===== src/rtl/amff_pkg.sv =====
`timescale 1ns / 1ps
// ----------------------------------------------------------------------------
// amff_pkg
// Shared constants, payload types and controller/datapath interface types
// for the first-free allocation map.
// ----------------------------------------------------------------------------
package amff_pkg;

  localparam int unsigned MapEntries = 256;
  localparam int unsigned EntryW     = 8;
  localparam int unsigned LimW       = 9;
  localparam int unsigned RowBits    = 32;
  localparam int unsigned BitW       = $clog2(RowBits);
  localparam int unsigned Rows       = MapEntries / RowBits;
  localparam int unsigned RowAw      = $clog2(Rows);
  // the entry field names at most 256 entries
  localparam int unsigned SearchMax  = (MapEntries < 256) ? MapEntries : 256;

  localparam logic [1:0] KIND_ALLOC   = 2'd0;
  localparam logic [1:0] KIND_DEALLOC = 2'd1;
  localparam logic [1:0] KIND_FIND    = 2'd2;

  localparam logic [2:0] STS_OK      = 3'd0;
  localparam logic [2:0] STS_RANGE   = 3'd1;
  localparam logic [2:0] STS_USED    = 3'd2;
  localparam logic [2:0] STS_FREE    = 3'd3;
  localparam logic [2:0] STS_NOSPACE = 3'd4;

  localparam logic [LimW-1:0] LIM_RESET = LimW'(SearchMax);

  typedef struct packed {
    logic [1:0]        kind;
    logic [EntryW-1:0] entry;
  } req_t;

  typedef struct packed {
    logic [2:0]        status;
    logic [EntryW-1:0] result_entry;
  } rsp_t;

  typedef enum logic [1:0] {
    S_IDLE,
    S_ISSUE,
    S_EVAL,
    S_RESP
  } state_e;

  typedef struct packed {
    logic load_req;
    logic rd_en;
    logic eval;
    logic step_row;
    logic push;
  } dp_cmd_t;

  typedef struct packed {
    logic more;
    logic out_free;
  } dp_sts_t;

  function automatic logic [LimW-1:0] eff_limit(input logic [LimW-1:0] v);
    logic [LimW-1:0] r;
    if (v > LimW'(SearchMax)) begin
      r = LimW'(SearchMax);
    end else begin
      r = v;
    end
    return r;
  endfunction

endpackage


===== src/rtl/amff_ram.sv =====
`timescale 1ns / 1ps
// ----------------------------------------------------------------------------
// amff_ram
// Generic single-write, single-read RAM with registered read data.
// ----------------------------------------------------------------------------
module amff_ram #(
  parameter int unsigned Width = 32,
  parameter int unsigned Depth = 8
) (
  input  logic                     clk_i,
  input  logic                     we_i,
  input  logic [$clog2(Depth)-1:0] waddr_i,
  input  logic [Width-1:0]         wdata_i,
  input  logic                     re_i,
  input  logic [$clog2(Depth)-1:0] raddr_i,
  output logic [Width-1:0]         rdata_o
);

  logic [Width-1:0] mem_q [Depth];
  logic [Width-1:0] rdata_q;

  always_ff @(posedge clk_i) begin
    if (we_i) begin
      mem_q[waddr_i] <= wdata_i;
    end
    if (re_i) begin
      rdata_q <= mem_q[raddr_i];
    end
  end

  assign rdata_o = rdata_q;

endmodule


===== src/rtl/amff_ctrl.sv =====
`timescale 1ns / 1ps
// ----------------------------------------------------------------------------
// amff_ctrl
// Request sequencer: accept, row read, evaluate (repeat for the free scan),
// hand the result to the output register.
// ----------------------------------------------------------------------------
module amff_ctrl
  import amff_pkg::*;
(
  input  logic    clk_i,
  input  logic    rst_ni,
  input  logic    in_valid_i,
  output logic    in_ready_o,
  input  dp_sts_t sts_i,
  output dp_cmd_t cmd_o
);

  state_e state_q, state_d;

  always_ff @(posedge clk_i or negedge rst_ni) begin
    if (!rst_ni) begin
      state_q <= S_IDLE;
    end else begin
      state_q <= state_d;
    end
  end

  always_comb begin
    state_d    = state_q;
    in_ready_o = 1'b0;
    cmd_o      = '0;
    unique case (state_q)
      S_IDLE: begin
        in_ready_o = 1'b1;
        if (in_valid_i) begin
          cmd_o.load_req = 1'b1;
          state_d        = S_ISSUE;
        end
      end
      S_ISSUE: begin
        cmd_o.rd_en = 1'b1;
        state_d     = S_EVAL;
      end
      S_EVAL: begin
        cmd_o.eval = 1'b1;
        if (sts_i.more) begin
          cmd_o.step_row = 1'b1;
          state_d        = S_ISSUE;
        end else begin
          state_d = S_RESP;
        end
      end
      S_RESP: begin
        if (sts_i.out_free) begin
          cmd_o.push = 1'b1;
          state_d    = S_IDLE;
        end
      end
      default: state_d = S_IDLE;
    endcase
  end

endmodule


===== src/rtl/amff_dp.sv =====
`timescale 1ns / 1ps
// ----------------------------------------------------------------------------
// amff_dp
// Datapath: request and limit registers, row memory of used marks with
// per-row valid bits, row evaluation / priority encode, output register.
// ----------------------------------------------------------------------------
module amff_dp
  import amff_pkg::*;
(
  input  logic            clk_i,
  input  logic            rst_ni,
  input  req_t            in_i,
  input  logic            cfg_we_i,
  input  logic [LimW-1:0] cfg_wdata_i,
  input  dp_cmd_t         cmd_i,
  output dp_sts_t         sts_o,
  output logic            out_valid_o,
  input  logic            out_ready_i,
  output rsp_t            out_o
);

  req_t             req_q;
  logic [RowAw-1:0] row_q;
  logic [LimW-1:0]  lim_q;
  logic [Rows-1:0]  row_vld_q;
  logic             rd_vld_q;
  rsp_t             res_q, rsp_d;
  rsp_t             out_q;
  logic             out_valid_q;

  logic [RowAw-1:0]   rd_addr;
  logic [RowBits-1:0] ram_rdata, row_data, wr_data;
  logic               wr_ok;
  logic               is_find;
  logic [LimW-1:0]    base, next_base, rem;
  logic               base_below;
  logic [RowBits-1:0] cand;
  logic [BitW-1:0]    idx;
  logic               hit, last_row, in_rng, mark;

  always_ff @(posedge clk_i) begin
    if (cmd_i.load_req) begin
      req_q <= in_i;
    end
    if (cmd_i.eval) begin
      res_q <= rsp_d;
    end
    if (cmd_i.push) begin
      out_q <= res_q;
    end
  end

  always_ff @(posedge clk_i or negedge rst_ni) begin
    if (!rst_ni) begin
      row_q       <= '0;
      lim_q       <= LIM_RESET;
      row_vld_q   <= '0;
      rd_vld_q    <= 1'b0;
      out_valid_q <= 1'b0;
    end else begin
      if (cmd_i.load_req) begin
        row_q <= '0;
      end else if (cmd_i.step_row) begin
        row_q <= row_q + RowAw'(1);
      end
      if (cfg_we_i) begin
        lim_q <= eff_limit(cfg_wdata_i);
      end
      if (cmd_i.rd_en) begin
        rd_vld_q <= row_vld_q[rd_addr];
      end
      if (cmd_i.eval && wr_ok) begin
        row_vld_q[rd_addr] <= 1'b1;
      end
      if (cmd_i.push) begin
        out_valid_q <= 1'b1;
      end else if (out_ready_i) begin
        out_valid_q <= 1'b0;
      end
    end
  end

  assign is_find = (req_q.kind == KIND_FIND);
  assign rd_addr = is_find ? row_q : req_q.entry[BitW +: RowAw];

  amff_ram #(
    .Width(RowBits),
    .Depth(Rows)
  ) u_marks (
    .clk_i  (clk_i),
    .we_i   (cmd_i.eval && wr_ok),
    .waddr_i(rd_addr),
    .wdata_i(wr_data),
    .re_i   (cmd_i.rd_en),
    .raddr_i(rd_addr),
    .rdata_o(ram_rdata)
  );

  // rows never written read as all free
  assign row_data = rd_vld_q ? ram_rdata : '0;

  // free scan over the current row, masked to entries below the limit
  assign base       = LimW'({row_q, {BitW{1'b0}}});
  assign next_base  = base + LimW'(RowBits);
  assign base_below = (base < lim_q);
  assign rem        = lim_q - base;

  always_comb begin
    for (int j = 0; j < RowBits; j++) begin
      cand[j] = !row_data[j] && base_below && (LimW'(j) < rem);
    end
  end

  always_comb begin
    idx = '0;
    for (int j = RowBits - 1; j >= 0; j--) begin
      if (cand[j]) begin
        idx = BitW'(j);
      end
    end
  end

  assign hit      = |cand;
  assign last_row = (row_q == RowAw'(Rows - 1)) || (next_base >= lim_q);

  assign in_rng = ({1'b0, req_q.entry} < lim_q);
  assign mark   = row_data[req_q.entry[BitW-1:0]];

  always_comb begin
    wr_data = row_data;
    wr_data[req_q.entry[BitW-1:0]] = (req_q.kind == KIND_ALLOC);
  end

  always_comb begin
    rsp_d = '{status: STS_RANGE, result_entry: '0};
    wr_ok = 1'b0;
    unique case (req_q.kind)
      KIND_ALLOC: begin
        if (in_rng && mark) begin
          rsp_d.status = STS_USED;
        end else if (in_rng) begin
          rsp_d = '{status: STS_OK, result_entry: req_q.entry};
          wr_ok = 1'b1;
        end
      end
      KIND_DEALLOC: begin
        if (in_rng && !mark) begin
          rsp_d.status = STS_FREE;
        end else if (in_rng) begin
          rsp_d = '{status: STS_OK, result_entry: req_q.entry};
          wr_ok = 1'b1;
        end
      end
      KIND_FIND: begin
        if (hit) begin
          rsp_d = '{status: STS_OK, result_entry: EntryW'({row_q, idx})};
        end else begin
          rsp_d.status = STS_NOSPACE;
        end
      end
      default: rsp_d.status = STS_RANGE;
    endcase
  end

  assign sts_o.more     = is_find && !hit && !last_row;
  assign sts_o.out_free = !out_valid_q || out_ready_i;

  assign out_valid_o = out_valid_q;
  assign out_o       = out_q;

endmodule


===== src/rtl/allocation_map_first_free_core.sv =====
`timescale 1ns / 1ps
// ----------------------------------------------------------------------------
// allocation_map_first_free_core
// Used/free bitmap allocator with allocate, deallocate and find-lowest-free.
// ----------------------------------------------------------------------------
// One request is worked on at a time. Allocate and deallocate run: accept,
// read of the 32-entry map row, check and write back, load of the output
// register (which waits while an untaken beat is still in it). Find-free reads
// one 32-entry row at a time through the single read port of the row memory,
// until a free entry is found, the limit is reached or the last of the 8
// rows of a 256-entry map is read. The map is free after reset with no
// clearing pass (per-row valid bits). A new request is taken while the
// previous result beat still waits. The limit write saturates at map size.
// ----------------------------------------------------------------------------
module allocation_map_first_free_core
  import amff_pkg::*;
(
  input  logic            clk_i,
  input  logic            rst_ni,
  input  logic            in_valid_i,
  output logic            in_ready_o,
  input  req_t            in_i,
  output logic            out_valid_o,
  input  logic            out_ready_i,
  output rsp_t            out_o,
  input  logic            cfg_we_i,
  input  logic [LimW-1:0] cfg_wdata_i
);

  dp_cmd_t cmd;
  dp_sts_t sts;

  amff_ctrl u_ctrl (
    .clk_i     (clk_i),
    .rst_ni    (rst_ni),
    .in_valid_i(in_valid_i),
    .in_ready_o(in_ready_o),
    .sts_i     (sts),
    .cmd_o     (cmd)
  );

  amff_dp u_dp (
    .clk_i      (clk_i),
    .rst_ni     (rst_ni),
    .in_i       (in_i),
    .cfg_we_i   (cfg_we_i),
    .cfg_wdata_i(cfg_wdata_i),
    .cmd_i      (cmd),
    .sts_o      (sts),
    .out_valid_o(out_valid_o),
    .out_ready_i(out_ready_i),
    .out_o      (out_o)
  );

  // one request in flight: no accept right after an accept
  assert property (@(posedge clk_i) disable iff (!rst_ni)
    (in_valid_i && in_ready_o) |=> !in_ready_o)
    else $error("request accepted while another is in flight");

  // error results carry entry zero
  assert property (@(posedge clk_i) disable iff (!rst_ni)
    (out_valid_o && out_o.status != STS_OK) |-> (out_o.result_entry == '0))
    else $error("error result with nonzero entry");

  // no result beat is pushed while an accepted request is in its read and check steps
  assert property (@(posedge clk_i) disable iff (!rst_ni)
    (in_valid_i && in_ready_o) |=> !cmd.push ##1 !cmd.push)
    else $error("result pushed too early after accept");

endmodule

===== config.mk =====
export PLATFORM = sky130hd
export DESIGN_NAME = allocation_map_first_free_core
export DESIGN_NICKNAME = d
export VERILOG_FILES = /design/src/rtl/amff_pkg.sv /design/src/rtl/amff_ram.sv /design/src/rtl/amff_ctrl.sv /design/src/rtl/amff_dp.sv /design/src/rtl/allocation_map_first_free_core.sv
export SDC_FILE = /design/constraint.sdc
export NUM_CORES = 1
export LEC_CHECK = 0
export BUFFER_PORTS_ARGS = -buffer_cell sky130_fd_sc_hd__buf_2
export CORE_MARGIN = 10
export CORE_UTILIZATION = 50
export DETAILED_ROUTE_END_ITERATION = 16
export PLACE_DENSITY = 0.72
export SLEW_MARGIN = 20
export SYNTH_ARGS = -nofsm -noshare
export SYNTH_HDL_FRONTEND = slang
export SYNTH_HIERARCHICAL = 1
export SYNTH_SLANG_ARGS = --single-unit

===== constraint.sdc =====
create_clock -name clk_i -period 4.85 [get_ports clk_i]
set_input_delay 0 -clock clk_i [delete_from_list [all_inputs] [get_ports clk_i]]
set_output_delay 0 -clock clk_i [all_outputs]
set_load 0.03 [all_outputs]

# == Yosys cells after proc, flatten, opt, wreduce, memory -nomap -nowiden ==
# Memories as Yosys holds them, arrays and structs flattened. A register that Yosys moved wholly into a read port is not among the register bits.
# Index checks and enable logic that the tools add are counted.
# op_classes
n_addsub,3
magnitude_cmp,40
n_eq_ne,8
n_mux,75
n_bitwise,1
reduce_logical,115
# op_table
operator,count
two-way mux 5 bit,32
"< comparator 5 x 9 -> 1 bit, first input constant",16
"< comparator 4 x 9 -> 1 bit, first input constant",8
logical AND 1 bit,71
logical NOT 1 bit,36
"< comparator 3 x 9 -> 1 bit, first input constant",4
bitwise mux 32 bit,1
two-way mux 32 bit,1
OR reduction 32 bit,1
two-way mux 8 bit,3
case mux 8 bit (3 select lines),1
"< comparator 1 x 9 -> 1 bit, first input constant",2
"< comparator 2 x 9 -> 1 bit, first input constant",2
< comparator 8 x 9 -> 1 bit,2
two-way mux 1 bit,18
two-way mux 3 bit,6
two-way mux 9 bit,2
"adder 8 x 6 -> 9 bit, second input constant",1
greater-or-equal comparator 9 bit,1
"> comparator 9 bit, second input constant",1
case mux 3 bit (3 select lines),1
subtractor 9 x 8 -> 9 bit,1
two-way mux 2 bit,4
bitwise OR 8 bit,1
19 further kinds,26
# totals
ff_bits,56
mem_bits_rw,256
inputBits,24
out_inout_bits,13
word_cells,255
memories,1
# memory_table
name,words,word_bits,read_ports,rd_clocked_by_memory_dff,write_ports,line,rtl
u_dp.u_marks.mem_q,8,32,1,1,1,amff_ram.sv:19,logic [Width-1:0] mem_q [Depth];

# == Depth between registers and ports, before layout ==
# Gate-level depths: netlist of the first run.
# logic_depth
word_depth,38
ltp_mapped,17
mapped_depth_nobuf,15

# == Hierarchy ==
# Netlist of the first run, hierarchy kept.
# modules_own_cells
module,instances,cells_per_inst,area_per_inst_um2
amff_ram,1,415,10786.6
amff_dp,1,547,4708.3
amff_ctrl,1,13,112.6

# == Least setup slack after synthesis of the first run ==
# OpenSTA, ideal clock, no wires.
# synth_timing
path_kind,register -> register
from,reg u_dp/req_q[0] in the netlist's numbering
to,"mem u_dp.u_marks.mem_q[0][0], enable pin"
arrival_time_ns,4.664
t_required_ns,4.389
setup_slack_ns,-0.275
path_stages_with_launch,13
n_path_buf,3
synth_period_minus_slack_ns,5.125
cell_sequence,edfxtp_1 > clkbuf_1 > buf_2 > mux4_2 > mux2i_1 > nand2_1 > nand4_1 > xnor2_1 > a211oi_1 > buf_2 > and3b_1 > nand2b_1 > nor3_1
# synth_between
elab_chain_len,9
# synth_rtl
element,line,rtl
start: declaration,amff_dp.sv:22,req_t req_q;
start signal: assignment,amff_dp.sv:43,req_q <= in_i;
binary-select mux 1 bit (select 5 bit),amff_dp.sv:127,assign mark = row_data[req_q.entry[BitW-1:0]];
two-way mux 1 bit (implied by the code),amff_dp.sv:127,
logical NOT 1 bit,amff_dp.sv:147,if (in_rng && !mark) begin
logical AND 1 bit,amff_dp.sv:147,
two-way mux 1 bit,amff_dp.sv:147,
case mux 1 bit (2 select lines) *,amff_dp.sv:137,unique case (req_q.kind)
logical AND 1 bit *,amff_dp.sv:91,".we_i (cmd_i.eval && wr_ok),"
two-way mux 1 bit *,amff_ram.sv:23,if (we_i) begin
two-way mux 1 bit (implied by the code) *,amff_ram.sv:24,mem_q[waddr_i] <= wdata_i;
end: declaration,amff_ram.sv:19,
# Mark *: on every way between the ends. The rest lies on a longest branch, timed or not. The select of a mux whose other input is x is not followed.

==> results of run 1 <==
==> cell type report <==
class,instances,area (sq um)
Clock inverter,18,198.9
Clock buffer,49,1002
Tap cell,396,495.5
Multi-Input combinational cell,547,5075
Timing Repair Buffer,103,910.9
Sequential cell,344,10210
Fill cell,2216,12680
Inverter,24,91.34
==> registers in the layout (all words and copies together), names as in the netlist <==
| name | flops |
|---|---|
| u_dp/u_marks/mem_q | 256 |
| u_dp/rd_vld_q | 1 |
| u_dp/row_q | 3 |
| u_dp/out_o | 11 |
| u_dp/req_q | 10 |
| u_dp/out_valid_o | 1 |
| u_dp/lim_q | 9 |
| u_ctrl/state_q | 2 |
| u_dp/u_marks/rdata_o | 32 |
| u_dp/row_vld_q | 8 |
| u_dp/res_q | 11 |
==> cells in the mapped netlist (6+ instances only) <==
| cell type | n |
|---|---|
| edfxtp_1 | 320 |
| nand2_1 | 72 |
| nor2_1 | 43 |
| o21ai_0 | 42 |
| mux4_1 | 40 |
| mux2_2 | 32 |
| mux4_2 | 32 |
| clkbuf_1 | 29 |
| nand3_1 | 28 |
| dfrtp_1 | 23 |
| inv_1 | 22 |
| mux2i_1 | 22 |
| nor3_1 | 20 |
| a21oi_1 | 19 |
| ha_1 | 16 |
| o21bai_1 | 13 |
| buf_2 | 12 |
| nand2b_1 | 11 |
| nor2b_1 | 10 |
| o41ai_1 | 10 |
| nand3b_1 | 9 |
| buf_1 | 8 |
| buf_6 | 8 |
| o31ai_1 | 8 |
| a211oi_1 | 7 |
| o41a_1 | 7 |
| o211ai_1 | 6 |
==> metrics by stage <==
stage	cells	util [%]	worst slack, ns	hold WS (ns)
after floorplan	975	-	0.5820	-0.2956
after global placement	1373	53.39	0.7296	0.02143
after detailed placement	1373	53.39	0.6046	0.03097
after CTS	1481	58.64	0.5872	0.04783
after global routing	1481	58.64	0.09419	0.06776
final	1481	58.64	0.5089	0.03204
==> power groups by stage <==
stage | Combinational (mW) | Clock (mW) | Sequential [mW]
3_5_place_dp | 2.27 | 0 | 4.12
5_1_grt | 2.54 | 2.93 | 4.09
6_report | 2.33 | 2.75 | 4.07
4_1_cts | 2.31 | 2.81 | 4.06
2_1_floorplan | 1.62 | 0 | 4.07
3_3_place_gp | 2.23 | 0 | 4.11
==> layout by cell type (no fill, tap or decap), types with 9 or more instances in the layout <==
master	n
clkbuf_1	10
inv_1	19
mux2_2	32
mux2i_1	22
o21ai_0	42
buf_2	36
nand3_1	28
clkbuf_16	38
nand3b_1	9
mux4_2	32
a21oi_1	19
mux4_1	40
o21bai_1	13
nor3_1	17
dfrtp_1	23
ha_1	16
dlygate4sd3_1	41
o41ai_1	10
nand2_1	72
nor2_1	36
buf_12	10
nor2b_1	10
buf_4	16
edfxtp_1	320
nand2b_1	11
==> cell families (layout without fill, tap and decap cells) <==
kind of cell | count (synthesis) | after routing | share of synthesized area, %
and+or+nand+nor | 235 | 235 | 7.632
muxes | 126 | 126 | 15.07
adders and majority gates | 17 | 17 | 1.411
buffers and inverters | 84 | 194 | 2.573
xor gates and xnor gates | 3 | 3 | 0.2165
DFF | 344 | 344 | 65.42
AOI/OAI and AO/OA | 166 | 166 | 7.672
==> critical path, stage by stage (launching register included) <==
cell     delay, ns
dfrtp_1       0.45
ha_1          0.25
inv_1         0.07
fa_1          0.41
nor2_1        0.34
and3_1        0.35
nand3_2       0.26
o41ai_1       0.56
a21oi_1       0.26
nor4_2        0.39
and3_1        0.22
and3_1        0.16
and2_1        0.21
mux2i_1       0.20
nor2_1        0.06
==> per-layer routing <==
| layer | global-route usage [%] | up-vias | share of wire (%) |
|---|---|---|---|
| li1 | - | 4111 | - |
| met1 | 25.16 | 4610 | 42 |
| met2 | 30.40 | 347 | 48 |
| met3 | 3.038 | 69 | 6.1 |
| met4 | 7.774 | 0 | 3.8 |
| met5 | 0 | - | 0 |
==> path summary, 6_finish.rpt <==
path / startpoint / end / slack, ns / cells past startpoint
max in group asynchronous: rst_ni / u_dp/out_valid_o / 4.42 / 2
setup / recovery: u_dp/row_q[0] / u_dp/row_q[1] / 0.51 / 14
hold / removal: rst_ni / u_dp/lim_q[4] / 0.03 / 2
hold reg to reg: u_dp/res_q[0] / u_dp/out_o[0] / 0.42 / 0
min in group clk_i: in_i[6] / u_dp/req_q[6] / 0.22 / 2
setup reg to reg: u_dp/row_q[0] / u_dp/row_q[1] / 0.51 / 14
==> flow_summary.json, run 1 <==
{
  "outcome": "finished, final reports clean",
  "synth_nets": 1016,
  "netlist_area_sq_um": 15610,
  "drt_iter0_drc": 784,
  "stdcell_area_sq_um": 17980,
  "syn_inst": 975,
  "worstPathRequired_ns": 5.21,
  "setup_violations": 0,
  "final_antenna_net_count": 0,
  "drive_gt1_share_pct": 19.08,
  "finalSetupTns_ns": 0,
  "tightestPinTransition_ns": 0.9509,
  "grt_max_degree": 67,
  "clk_path_buf_depth": 3,
  "fin_skew_ns": 0.01857,
  "post_cts_resized": 0,
  "cts_tree": "done",
  "power_switching_share_pct": 30.48,
  "power_switching_mw": 2.789,
  "grt_pass1_vias": 9176,
  "ys_seq_area_share_pct": 65.42,
  "combPwrFrac_pct": 25.5,
  "nNetsFinal": 1098,
  "startpoint_type": "register",
  "synth_top_area_share_pct": 61.57,
  "insertedDiodeCount": 0,
  "io_buffers": 36,
  "criticalPathCategory": "register to register",
  "synth_edf_count": 320,
  "start_util_pct": 50.89,
  "fin_crit_sh_pct": 89.51,
  "synth_seq_cells": 344,
  "core_sq_um": 30670,
  "num_rows": 64,
  "p_seq_share_pct": 44.4,
  "path_clk_slew_ns": 0.06,
  "clockPowerShare_pct": 30.1,
  "syn_to_final_growth_pct": 15.23,
  "crit_arrival_ns": 4.70,
  "avgSynthCellArea_sq_um": 16.01,
  "clk-insertion-delay-late_ns": 0.51,
  "yosys.area.top_type": "edfxtp_1",
  "pwr_density_cell_nw_per_um2": 508.8,
  "total_power_mw": 9.151,
  "max_freq_mhz": 230.4,
  "setup.worst_path.end_class": "register",
  "grt_usage_pct": 18.86,
  "dieHeight_um": 196.7,
  "die_w_um": 196.7,
  "ys_types": 81,
  "dp_hpwl_um": 22320,
  "cts_buffers": 37,
  "wl_per_cell_um": 24.70,
  "cap_violations": 0,
  "vias": 9137,
  "place_area_sq_um": 16370,
  "intPower_mw": 6.361,
  "async_reset_ff_share_pct": 6.977,
  "io_pins": 37,
  "rsz0062_at_grt": "no",
  "cts_setup_buffers": 0,
  "ys_warn_count": 6,
  "layout_min_cycle_time_ns": 4.341,
  "maxSlewHeadroom_pct": 36.61,
  "power.leakage_nw": 6.073,
  "antenna_found_initial": 0,
  "synth_area_leaders": "edfxtp_1, mux4_1, mux4_2",
  "wirelength_um": 36580,
  "cts_hold_buf": 41,
  "overflow": 0,
  "clock_sinks": 344,
  "routed_via_density": 6.169,
  "hold_class": "primary input to async pin",
  "h-tree-depth": 2,
  "drc": 0,
  "synth_flop_cell": "edfxtp_1",
  "grt_pass1_wl_um": 56360,
  "cp_max_fo": 13,
  "firstDrtPassIters": 7,
  "die_area_sq_um": 38680,
  "root_buffer": "clkbuf_16",
  "hold_viol": 0,
  "ir_worst_vdd_mv": 0.2522,
  "slew_viol_final": 0,
  "gp_congestion": 0.9419
}
(Power assumes the default switching activity.)
==> run 2: changes to the inputs <==
--- a/config.mk
+++ b/config.mk
@@ -5,11 +5,11 @@
 export SDC_FILE = /design/constraint.sdc
 export NUM_CORES = 1
 export LEC_CHECK = 0
-export BUFFER_PORTS_ARGS = -buffer_cell sky130_fd_sc_hd__buf_2
 export CORE_MARGIN = 10
 export CORE_UTILIZATION = 50
 export DETAILED_ROUTE_END_ITERATION = 16
-export PLACE_DENSITY = 0.72
+export DONT_BUFFER_PORTS = 1
+export PLACE_DENSITY = 0.71
 export SLEW_MARGIN = 20
 export SYNTH_ARGS = -nofsm -noshare
 export SYNTH_HDL_FRONTEND = slang
==> run 2 against run 1 <==
Power down 1.4%. Critical path type unchanged. Setup slack worse by 0.047 ns. Non-clock buffer count down 41. Count of clock-buffer cells in the layout down 8. Combinational power down 4%. Cell count down 3.0%. Fmax down 1.1%.
==> flow_summary.json, run 2 (synthesized netlist as in run 1, its figures left out) <==
{
  "wirelength_um": 36420,
  "die_area_sq_um": 38680,
  "dieHeight_um": 196.7,
  "max_freq_mhz": 227.9,
  "clk_path_buf_depth": 3,
  "routed_via_density": 6.324,
  "firstDrtPassIters": 7,
  "fin_skew_ns": 0.01167,
  "cts_hold_buf": 35,
  "hold_viol": 0,
  "stdcell_area_sq_um": 17710,
  "io_buffers": 0,
  "worstPathRequired_ns": 5.22,
  "path_cells": "ha_1 -> inv_1 -> fa_1 -> nor2_1 -> and3_1 -> nand3_2 -> o41ai_1 -> a21oi_1 -> nor4_2 -> and3_1 -> and3_1 -> and2_1 -> mux2i_1 -> nor2_1",
  "syn_to_final_growth_pct": 13.48,
  "clock_sinks": 344,
  "wl_per_cell_um": 25.35,
  "grt_usage_pct": 18.69,
  "layout_min_cycle_time_ns": 4.389,
  "ir_worst_vdd_mv": 0.2525,
  "num_rows": 64,
  "post_cts_resized": 0,
  "setup.worst_path.end_class": "register",
  "maxSlewHeadroom_pct": 33.74,
  "vias": 9087,
  "cts_buffers": 36,
  "slew_viol_final": 0,
  "finalSetupTns_ns": 0,
  "cts_setup_buffers": 0,
  "final_antenna_net_count": 0,
  "gp_congestion": 0.9574,
  "criticalPathCategory": "register to register",
  "total_power_mw": 9.021,
  "crit_arrival_ns": 4.76,
  "root_buffer": "clkbuf_16",
  "cp_max_fo": 13,
  "pwr_density_cell_nw_per_um2": 509.3,
  "setup_violations": 0,
  "cap_violations": 0,
  "antenna_found_initial": 0,
  "clk-insertion-delay-late_ns": 0.52,
  "grt_pass1_vias": 8988,
  "place_area_sq_um": 16200,
  "hold_class": "primary input to register",
  "layout_common_cells": "edfxtp_1, nand2_1, o21ai_0",
  "grt_max_degree": 50,
  "slowest_stage": "o41ai_1",
  "drive_gt1_share_pct": 16.81,
  "drc": 0,
  "core_sq_um": 30670,
  "largest_reg_flops": 256,
  "drt_iter0_drc": 778,
  "nNetsFinal": 1056,
  "dp_hpwl_um": 22980,
  "final_common_cell": "edfxtp_1",
  "grt_pass1_wl_um": 55810,
  "cpLargestDelayFamily": "simple AND/OR/NAND/NOR gates",
  "startpoint_type": "register",
  "slowest_delay_ns": 0.57,
  "rsz0062_at_grt": "no",
  "die_w_um": 196.7,
  "critical_path_buf_inv_count": 1,
  "h-tree-depth": 2,
  "power.leakage_nw": 5.882,
  "outcome": "finished, final reports clean",
  "cts_tree": "done",
  "fin_crit_sh_pct": 90.49,
  "largest_register": "u_dp/u_marks/mem_q",
  "start_util_pct": 50.89,
  "cpMostUsedCell": "and3_1",
  "insertedDiodeCount": 0,
  "overflow": 0,
  "io_pins": 37,
  "utilization_pct": 57.75,
  "tightestPinTransition_ns": 0.9835,
  "path_clk_slew_ns": 0.06
}
run 2: path summary, 6_finish.rpt:
check                                   start                end  slack, ns  cells past startpoint
worst max-delay path            u_dp/row_q[0]      u_dp/row_q[2]       0.46                     14
worst min-delay path               in_valid_i      u_dp/row_q[2]       0.06                      2
worst max register to register  u_dp/row_q[0]      u_dp/row_q[2]       0.46                     14
worst min register to register  u_dp/res_q[9]      u_dp/out_o[9]       0.42                      0
max in group asynchronous              rst_ni  u_ctrl/state_q[1]       4.15                      4
min in group asynchronous              rst_ni      u_dp/lim_q[5]       0.55                      4
run 2: cell type report:
| type | count | area (sq um) |
|---|---|---|
| sequential | 344 | 10210 |
| timing repair buffer | 62 | 698.2 |
| multi-input combinational | 547 | 5075 |
| tap | 396 | 495.5 |
| fill | 2272 | 12960 |
| clock buffer | 41 | 929.6 |
| inverter | 24 | 91.34 |
| clock inverter | 23 | 210.2 |
run 2: per-layer routing:
layer / up-vias / global-route usage (%) / share of wire (%)
li1: 4025 / - / -
met1: 4645 / 25.67 / 43
met2: 348 / 30.13 / 48
met3: 69 / 3.004 / 6.2
met4: 0 / 5.922 / 2.8
met5: - / 0 / 0
run 2: metrics by stage:
stage | setup slack, ns | hold WS [ns] | std cells
after floorplan | 0.5820 | -0.2956 | 975
after global placement | 0.6820 | -0.2943 | 1337
after detailed placement | 0.5475 | -0.2945 | 1338
after CTS | 0.5383 | 0.03854 | 1437
after global routing | 0.1339 | 0.09560 | 1437
final | 0.4614 | 0.06291 | 1437
run 2: worst register-to-register path, stage by stage, from the launching register on:
cell and delay (ns):
dfrtp_1 0.46, ha_1 0.26, inv_1 0.07, fa_1 0.41, nor2_1 0.31, and3_1 0.36
nand3_2 0.27, o41ai_1 0.57, a21oi_1 0.26, nor4_2 0.39, and3_1 0.24, and3_1 0.17
and2_1 0.21, mux2i_1 0.21, nor2_1 0.05
run 2: power by group:
group          internal [mW]  switching [mW]
combinational          0.837            1.40
clock                   1.54            1.09
sequential              3.84           0.313
